==> config.mk <==
export PLATFORM = sky130hd
export DESIGN_NAME = exponential_adsr_envelope_core
export DESIGN_NICKNAME = d
export VERILOG_FILES = /design/src/design/eadsr_pkg.sv /design/src/design/exponential_adsr_envelope_core.sv
export VERILOG_INCLUDE_DIRS = /design/src /design/src/design
export SDC_FILE = /design/constraint.sdc
export NUM_CORES = 1
export LEC_CHECK = 0
export BUFFER_PORTS_ARGS = -buffer_cell sky130_fd_sc_hd__buf_4
export CORE_ASPECT_RATIO = 0.6
export CORE_MARGIN = 1
export CORE_UTILIZATION = 45
export CTS_CLUSTER_DIAMETER = 120
export DETAILED_ROUTE_END_ITERATION = 10
export GPL_TIMING_DRIVEN = 0
export PLACE_DENSITY = 0.57
export SYNTH_ARGS = -nofsm -noshare
export SYNTH_HDL_FRONTEND = slang
export SYNTH_SLANG_ARGS = --single-unit
export TNS_END_PERCENT = 10
==> constraint.sdc <==
create_clock -name clk -period 19.85 [get_ports clk]
set_input_delay 5.955 -clock clk [delete_from_list [all_inputs] [get_ports clk]]
set_output_delay 5.955 -clock clk [all_outputs]
set_load 0.005 [all_outputs]
==> src/design/assert_macros.svh <==
// ----------------------------------------------------------------------------
// assert_macros.svh
// Concurrent assertion shorthands shared by the RTL; ASSERT_OFF removes them.
// ----------------------------------------------------------------------------
`ifndef ASSERT_MACROS_SVH
`define ASSERT_MACROS_SVH

`ifndef ASSERT_OFF
// property checked on every clock edge out of reset
`define ASSERT_ALWAYS(label, expr, msg) \
    label: assert property (@(posedge clk) disable iff (!rst_n) (expr)) else $error(msg);
// same-cycle implication
`define ASSERT_IMPLY(label, ante, cons, msg) \
    label: assert property (@(posedge clk) disable iff (!rst_n) (ante) |-> (cons)) \
        else $error(msg);
// next-cycle implication
`define ASSERT_NEXT(label, ante, cons, msg) \
    label: assert property (@(posedge clk) disable iff (!rst_n) (ante) |=> (cons)) \
        else $error(msg);
`else
`define ASSERT_ALWAYS(label, expr, msg)
`define ASSERT_IMPLY(label, ante, cons, msg)
`define ASSERT_NEXT(label, ante, cons, msg)
`endif

`endif

==> src/design/eadsr_pkg.sv <==
// ----------------------------------------------------------------------------
// eadsr_pkg
// Types and constants of the exponential ADSR envelope core.
// ----------------------------------------------------------------------------
`default_nettype none

package eadsr_pkg;

    localparam int FRAC_BITS_DEF = 16;
    localparam int RATE_BITS     = 16;

    // register reset values, levels given at 16 fractional bits
    localparam logic [RATE_BITS-1:0] ATTACK_RATE_RST  = 16'd4063;
    localparam logic [RATE_BITS-1:0] DECAY_RATE_RST   = 16'd26;
    localparam logic [RATE_BITS-1:0] RELEASE_RATE_RST = 16'd31;
    localparam logic [63:0]          SUSTAIN_RST_Q16  = 64'd40632;

    typedef enum logic [1:0] {
        KIND_TICK     = 2'd0,
        KIND_NOTE_ON  = 2'd1,
        KIND_NOTE_OFF = 2'd2,
        KIND_RESET    = 2'd3
    } kind_t;

    typedef enum logic [1:0] {
        CFG_ATTACK_RATE   = 2'd0,
        CFG_DECAY_RATE    = 2'd1,
        CFG_RELEASE_RATE  = 2'd2,
        CFG_SUSTAIN_LEVEL = 2'd3
    } cfg_index_t;

    typedef enum logic [4:0] {
        PH_IDLE    = 5'b00001,
        PH_ATTACK  = 5'b00010,
        PH_DECAY   = 5'b00100,
        PH_SUSTAIN = 5'b01000,
        PH_RELEASE = 5'b10000
    } phase_t;

endpackage

`default_nettype wire

==> src/design/exponential_adsr_envelope_core.sv <==
// ----------------------------------------------------------------------------
// exponential_adsr_envelope_core
// Exponential ADSR envelope: one level and active flag per request.
// ----------------------------------------------------------------------------
//
//   channel   dir  handshake          payload (lowest bit first)
//   s_*       in   s_tvalid/s_tready  tuser: kind[1:0]; tdata: retrigger[0]
//   m_*       out  m_tvalid/m_tready  tdata: level[FRAC_BITS:0], active, zero pad
//   cfg_*     in   cfg_we             cfg_index selects register, cfg_data value
//
// One request per cycle sustained while the output is not stalled; m_tvalid is
// registered and rises once a request has passed the input register.
// The request is captured in an input register; from there one multiply
// (level distance times rate) and the phase update feed the result register
// and the envelope state together.
// Reset (async, rst_n low) empties both stages, sets phase idle, level zero and
// loads the default rates and sustain level.
// A stalled output holds the input stage; s_tready drops only when both are full.
// ----------------------------------------------------------------------------
`default_nettype none

`include "assert_macros.svh"

module exponential_adsr_envelope_core #(
    parameter int FRAC_BITS = eadsr_pkg::FRAC_BITS_DEF
) (
    input  wire logic                 clk,
    input  wire logic                 rst_n,
    // request stream
    input  wire logic                 s_tvalid,
    output logic                      s_tready,
    input  wire logic [7:0]           s_tdata,   // retrigger[0], zero pad
    input  wire logic [1:0]           s_tuser,   // kind[1:0]
    // result stream
    output logic                      m_tvalid,
    input  wire logic                 m_tready,
    output logic [((FRAC_BITS+2+7)/8)*8-1:0] m_tdata, // level, active, zero pad
    // configuration
    input  wire logic                 cfg_we,
    input  wire logic [1:0]           cfg_index,
    input  wire logic [((FRAC_BITS+1 > eadsr_pkg::RATE_BITS) ? FRAC_BITS+1
                       : eadsr_pkg::RATE_BITS)-1:0] cfg_data
);
    import eadsr_pkg::*;

    localparam int LW  = FRAC_BITS + 1;                 // level width
    localparam int OW  = ((FRAC_BITS + 2 + 7) / 8) * 8; // result tdata width
    localparam int PW  = LW + RATE_BITS;                // product width

    localparam logic [63:0] ONE64      = 64'd1 << FRAC_BITS;
    localparam logic [63:0] ATTACK64   = (64'd999 * ONE64 + 64'd500) / 64'd1000;
    localparam logic [63:0] NEAR64     = (ONE64 + 64'd5000) / 64'd10000;
    localparam logic [63:0] SUS_RST64  = (SUSTAIN_RST_Q16 * ONE64) / 64'd65536;

    localparam logic [LW-1:0] ONE_LVL     = ONE64[LW-1:0];
    localparam logic [LW-1:0] ATTACK_DONE = ATTACK64[LW-1:0];
    localparam logic [LW-1:0] NEAR_LVL    = NEAR64[LW-1:0];
    localparam logic [LW-1:0] SUS_RST     = SUS_RST64[LW-1:0];

    // configuration registers
    logic [RATE_BITS-1:0] attack_rate_reg;
    logic [RATE_BITS-1:0] decay_rate_reg;
    logic [RATE_BITS-1:0] release_rate_reg;
    logic [LW-1:0]        sustain_level_reg;

    // envelope state
    phase_t        phase_reg, phase_next;
    logic [LW-1:0] level_reg, level_next;

    // input stage
    logic  in_valid_reg;
    kind_t in_kind_reg;
    logic  in_retrig_reg;

    // result stage
    logic          out_valid_reg;
    logic [LW-1:0] out_level_reg, out_level_next;
    logic          out_active_reg;

    logic advance;

    // shared exponential step
    logic [LW-1:0]        sus_tgt;
    logic [LW-1:0]        cfg_sus;
    logic [LW-1:0]        tgt_sel;
    logic [RATE_BITS-1:0] rate_sel;
    logic [LW-1:0]        diff;
    logic [PW-1:0]        prod;
    logic [LW-1:0]        mag;
    logic [LW-1:0]        stepped;
    logic [LW-1:0]        sus_gap;

    assign advance  = !out_valid_reg || m_tready;
    assign s_tready = !in_valid_reg || advance;

    assign sus_tgt = (sustain_level_reg > ONE_LVL) ? ONE_LVL : sustain_level_reg;
    assign cfg_sus = (cfg_data[LW-1:0] > ONE_LVL) ? ONE_LVL : cfg_data[LW-1:0];

    // target and coefficient of the current segment
    always_comb
    begin
        tgt_sel  = '0;
        rate_sel = release_rate_reg;
        unique case (phase_reg)
            PH_ATTACK:
            begin
                tgt_sel  = ONE_LVL;
                rate_sel = attack_rate_reg;
            end
            PH_DECAY:
            begin
                tgt_sel  = sus_tgt;
                rate_sel = decay_rate_reg;
            end
            default:
            begin
                tgt_sel  = '0;
                rate_sel = release_rate_reg;
            end
        endcase
    end

    // |target - level| * rate >> 16, at least one LSB
    always_comb
    begin
        diff = (tgt_sel > level_reg) ? (tgt_sel - level_reg) : (level_reg - tgt_sel);
        prod = PW'(diff) * PW'(rate_sel);
        mag  = prod[PW-1:RATE_BITS];
        if (mag == '0)
        begin
            mag = LW'(1);
        end
        if (tgt_sel == level_reg)
        begin
            stepped = level_reg;
        end
        else if (tgt_sel > level_reg)
        begin
            stepped = level_reg + mag;
        end
        else
        begin
            stepped = level_reg - mag;
        end
        sus_gap = (stepped > sus_tgt) ? (stepped - sus_tgt) : (sus_tgt - stepped);
    end

    // phase and level update for the request in the input stage
    always_comb
    begin
        phase_next = phase_reg;
        level_next = level_reg;
        unique case (in_kind_reg)
            KIND_TICK:
            begin
                unique case (phase_reg)
                    PH_ATTACK:
                    begin
                        level_next = stepped;
                        if (stepped >= ATTACK_DONE)
                        begin
                            level_next = ONE_LVL;
                            phase_next = PH_DECAY;
                        end
                    end
                    PH_DECAY:
                    begin
                        level_next = stepped;
                        if (sus_gap <= NEAR_LVL)
                        begin
                            level_next = sus_tgt;
                            phase_next = PH_SUSTAIN;
                        end
                    end
                    PH_SUSTAIN:
                    begin
                        level_next = sus_tgt;
                    end
                    PH_RELEASE:
                    begin
                        level_next = stepped;
                        if (stepped <= NEAR_LVL)
                        begin
                            level_next = '0;
                            phase_next = PH_IDLE;
                        end
                    end
                    default:
                    begin
                        level_next = '0;
                        phase_next = PH_IDLE;
                    end
                endcase
            end
            KIND_NOTE_ON:
            begin
                if (in_retrig_reg)
                begin
                    level_next = '0;
                end
                phase_next = PH_ATTACK;
            end
            KIND_NOTE_OFF:
            begin
                if (phase_reg != PH_IDLE)
                begin
                    phase_next = PH_RELEASE;
                end
            end
            default:
            begin
                level_next = '0;
                phase_next = PH_IDLE;
            end
        endcase

        // an idle tick reports zero
        if (phase_next == PH_IDLE && in_kind_reg == KIND_TICK)
        begin
            out_level_next = '0;
        end
        else
        begin
            out_level_next = level_next;
        end
    end

    // configuration registers
    always_ff @(posedge clk or negedge rst_n)
    begin
        if (!rst_n)
        begin
            attack_rate_reg   <= ATTACK_RATE_RST;
            decay_rate_reg    <= DECAY_RATE_RST;
            release_rate_reg  <= RELEASE_RATE_RST;
            sustain_level_reg <= SUS_RST;
        end
        else if (cfg_we)
        begin
            unique case (cfg_index_t'(cfg_index))
                CFG_ATTACK_RATE:   attack_rate_reg   <= cfg_data[RATE_BITS-1:0];
                CFG_DECAY_RATE:    decay_rate_reg    <= cfg_data[RATE_BITS-1:0];
                CFG_RELEASE_RATE:  release_rate_reg  <= cfg_data[RATE_BITS-1:0];
                CFG_SUSTAIN_LEVEL: sustain_level_reg <= cfg_data[LW-1:0];
                default:           sustain_level_reg <= sustain_level_reg;
            endcase
        end
    end

    // envelope state; a sustain write during sustain moves the level at once
    always_ff @(posedge clk or negedge rst_n)
    begin
        if (!rst_n)
        begin
            phase_reg <= PH_IDLE;
            level_reg <= '0;
        end
        else if (cfg_we && cfg_index_t'(cfg_index) == CFG_SUSTAIN_LEVEL
                 && phase_reg == PH_SUSTAIN)
        begin
            level_reg <= cfg_sus;
        end
        else if (in_valid_reg && advance)
        begin
            phase_reg <= phase_next;
            level_reg <= level_next;
        end
    end

    // input stage
    always_ff @(posedge clk or negedge rst_n)
    begin
        if (!rst_n)
        begin
            in_valid_reg <= 1'b0;
        end
        else if (s_tready)
        begin
            in_valid_reg <= s_tvalid;
        end
    end

    always_ff @(posedge clk)
    begin
        if (s_tvalid && s_tready)
        begin
            in_kind_reg   <= kind_t'(s_tuser);
            in_retrig_reg <= s_tdata[0];
        end
    end

    // result stage
    always_ff @(posedge clk or negedge rst_n)
    begin
        if (!rst_n)
        begin
            out_valid_reg <= 1'b0;
        end
        else if (advance)
        begin
            out_valid_reg <= in_valid_reg;
        end
    end

    always_ff @(posedge clk)
    begin
        if (advance && in_valid_reg)
        begin
            out_level_reg  <= out_level_next;
            out_active_reg <= (phase_next != PH_IDLE);
        end
    end

    assign m_tvalid = out_valid_reg;
    assign m_tdata  = OW'({out_active_reg, out_level_reg});

    // ------------------------------------------------------------------------
    // assertions
    // ------------------------------------------------------------------------
    `ASSERT_IMPLY(a_level_in_range, out_valid_reg, out_level_reg <= ONE_LVL, "level above one")
    `ASSERT_IMPLY(a_idle_level_zero, phase_reg == PH_IDLE, level_reg == '0, "idle with level")
    `ASSERT_NEXT(a_stall_holds_input, in_valid_reg && !advance, in_valid_reg && $stable(in_kind_reg), "input stage lost on stall")

endmodule

`default_nettype wire

==> results.py <==
metrics = {
    "worst_setup_path": {
        "worstPathMaxFanout": 10,
        "rr_startpoint": "sustain_level_reg[8]$_DFFE_PN0P_",
        "cp.required_ns": 19.99,
        "critPathLaunch": "sustain_level_reg[8]$_DFFE_PN0P_",
        "startpoint_type": "register",
        "crit_path_top_delay_cell": "fa_2",
        "critPathMaxStageDelay_ns": 0.65,
        "end_kind": "register",
        "cp.arrival_ns": 19.49,
        "cp_common_cell": "inv_1",
        "worstSetupPathType": "reg2reg",
    },
    "yosys": {
        "yosysWarnings": 0,
        "synth-seq-cells": 110,
        "synth_top_family_by_area": "adder cells",
        "synth_simple_gate_area_share_pct": 17.3,
        "muxShareOfSynthArea_pct": 5.11,
        "synth-edff-count": 21,
        "ys_types": 93,
        "synth_compound_gate_area_share_pct": 16.3,
        "synth-adder-area-share_pct": 34.1,
        "synth-async-reset-ratio_pct": 80.9,
        "avgSynthCellArea_um2": 8.49,
        "synth-main-ff-cell": "dfrtp_1",
        "synth-seq-area-share_pct": 15.0,
        "synthCells": 2277,
        "mappedNetlistArea_um2": 19300,
        "synth-xor-area-share_pct": 3.38,
    },
    "die": {
        "std_cell_rows": 58,
        "pin_count": 60,
        "die_h_um": 163,
        "die_w_um": 270,
        "floorplan.initialDensity_pct": 45.9,
        "die-area_um2": 43800,
        "core-area_um2": 42100,
    },
    "finish": {
        "num_antenna_cells": 0,
        "layout-drive-gt1-share_pct": 16.6,
        "multi_input_area_um2": 15600,
        "area_delta_synth_final_pct": 14.1,
        "final_cell_mix": "inv_1 (333), nand2_1 (293), fa_1 (210)",
        "nFillCells": 4057,
        "seqCellArea_um2": 2900,
        "finalInstanceArea_um2": 22000,
        "mostFrequentLayoutCell": "inv_1",
        "fin_nets": 2819,
    },
    "sta": {
        "tightest_slew_ns": 1.45,
        "slew_viol_final": 0,
        "slew_headroom_pct": 2.56,
        "setup_viol": 0,
        "period_minus_slack_ns": 19.35,
        "timing.fmax_mhz": 51.7,
        "clock_skew_ns": 0.0194,
        "fin_crit_sh_pct": 97.5,
        "hold_violations": 0,
    },
    "job": {
        "maxCapViolations": 0,
    },
    "worst_hold_path": {
        "hold_class": "reg2reg",
        "min_from": "decay_rate_reg[10]$_DFFE_PN0P_",
    },
    "routing": {
        "dr.first_iter.drc_count": 2047,
        "avgRoutedWirePerCell_um": 25.1,
        "finalWirelength_um": 74200,
        "drt_pass1_iterations": 8,
        "num_vias": 17800,
        "ant_nets": 0,
        "viasPerCell": 6.00,
        "drc": 0,
    },
    "place": {
        "gp_congestion": 1.04,
        "port_buffers": 46,
        "dp_hpwl_um": 60800,
        "placed_area_um2": 20500,
    },
    "global_routing": {
        "grt_pass1_wl_um": 110000,
        "grt_pass1_vias": 16900,
        "grt_antenna_before_repair": 2,
        "grt_use_total_pct": 33.8,
        "overflow": 0,
        "grt_max_degree": 90,
    },
    "clock_network": {
        "cts_tree": "done",
        "h-tree-depth": 3,
        "cts.sinks": 110,
        "cts-root-buf": "clkbuf_16",
        "clk_pin_slew_worst_paths_ns": 0.09,
        "cts_buffers": 9,
        "clk_path_buf_depth": 2,
        "clk_latency_ns": 0.39,
        "cts_hold_buf": 0,
    },
    "run_status": {
        "status": "finished clean",
    },
}
Yosys cell counts, drive strengths merged (19+ instances only):
cell    number  area, µm²
and3        36        230
ha         188       2350
xor2        23        201
mux2i       21        210
fa         212       4240
nor2       163        612
dfrtp       60       1500
nor4        21        131
a21oi       88        440
o21ai      107        543
clkbuf      65        245
xnor2       46        403
dfstp       29        762
mux2        69        777
nand4       19        125
nand3       35        175
nand2      299       1120
inv        333       1250
nor3        22        120
a211oi      19        143
a31oi       27        169
buf         32        196
a21o        67        503
edfxtp      21        631
and2        37        231
worst paths after layout:
kind | to | slack (ns) | cells past startpoint
worst min-delay path | decay_rate_reg[10]$_DFFE_PN0P_ | 0.50 | 2
worst max register to register | out_level_reg[2]$_SDFFCE_PP0P_ | 0.50 | 82
min in group asynchronous | attack_rate_reg[14]$_DFFE_PN0P_ | 5.81 | 1
max in group asynchronous | phase_reg[3]$_DFFE_PN0P_ | 13.21 | 1
worst max-delay path | out_level_reg[2]$_SDFFCE_PP0P_ | 0.50 | 82
worst min register to register | decay_rate_reg[10]$_DFFE_PN0P_ | 0.50 | 2
metal layers:
metal / GRT usage [%] / up-vias / part of all wire (%)
li1: - / 7862 / -
met1: 54.0 / 8929 / 50
met2: 41.2 / 932 / 35
met3: 15.1 / 41 / 14
met4: 2.84 / 2 / 0.61
met5: 0 / - / 0.088
timing repair:
action	CTS	global route
resized for setup	100	101
gates cloned	0	1
pin swaps	16	35
setup buffers	20	28
setup endpoints to repair	40	36
layout make-up:
type	instances	area share, %
repair buffers	97	3.48
flip-flops and latches	110	13.1
clock buffers	9	1.02
plain buffers	91	2.40
multi-input cells	1742	70.7
inverters	334	5.70
well taps	570	3.24
clock inverters	7	0.375
through the flow:
step	hold WS (ns)	worst slack [ns]	utilization [%]	cells	setup TNS (ns)
3_5_place_dp	0.485	-3.80	48.6	2901	-129.30
2_1_floorplan	0.442	1.70	-	2282	0
6_report	0.498	0.501	52.4	2960	0
5_1_grt	0.519	-0.147	52.4	2960	-1.58
4_1_cts	0.505	0.0212	50.7	2932	0
3_3_place_gp	0.457	-3.56	48.5	2898	-118.98
cells by family (layout without fill, tap and decap cells):
logic type	Yosys count	after routing
simple gates	715	715
flops	110	110
buf+inv	431	538
xor+xnor	71	71
mux	90	90
fa+ha+maj	400	400
other cells	1	6
compound gates	459	460
critical path: cells and delay by family (launching register included):
kind                     cells  cell delay (ns)
AO/OA/AOI/OAI               26             5.94
XOR/XNOR                     3             0.81
adder cells (fa/ha/maj)     11             4.43
buffers and inverters       14             1.94
flip-flops                   1             0.44
multiplexers                 1             0.34
AND/OR/NAND/NOR             27             5.17
Power is left out: the tool's default activity adds up to more than one toggle a clock period on the data nets, which glitch-free logic cannot reach.
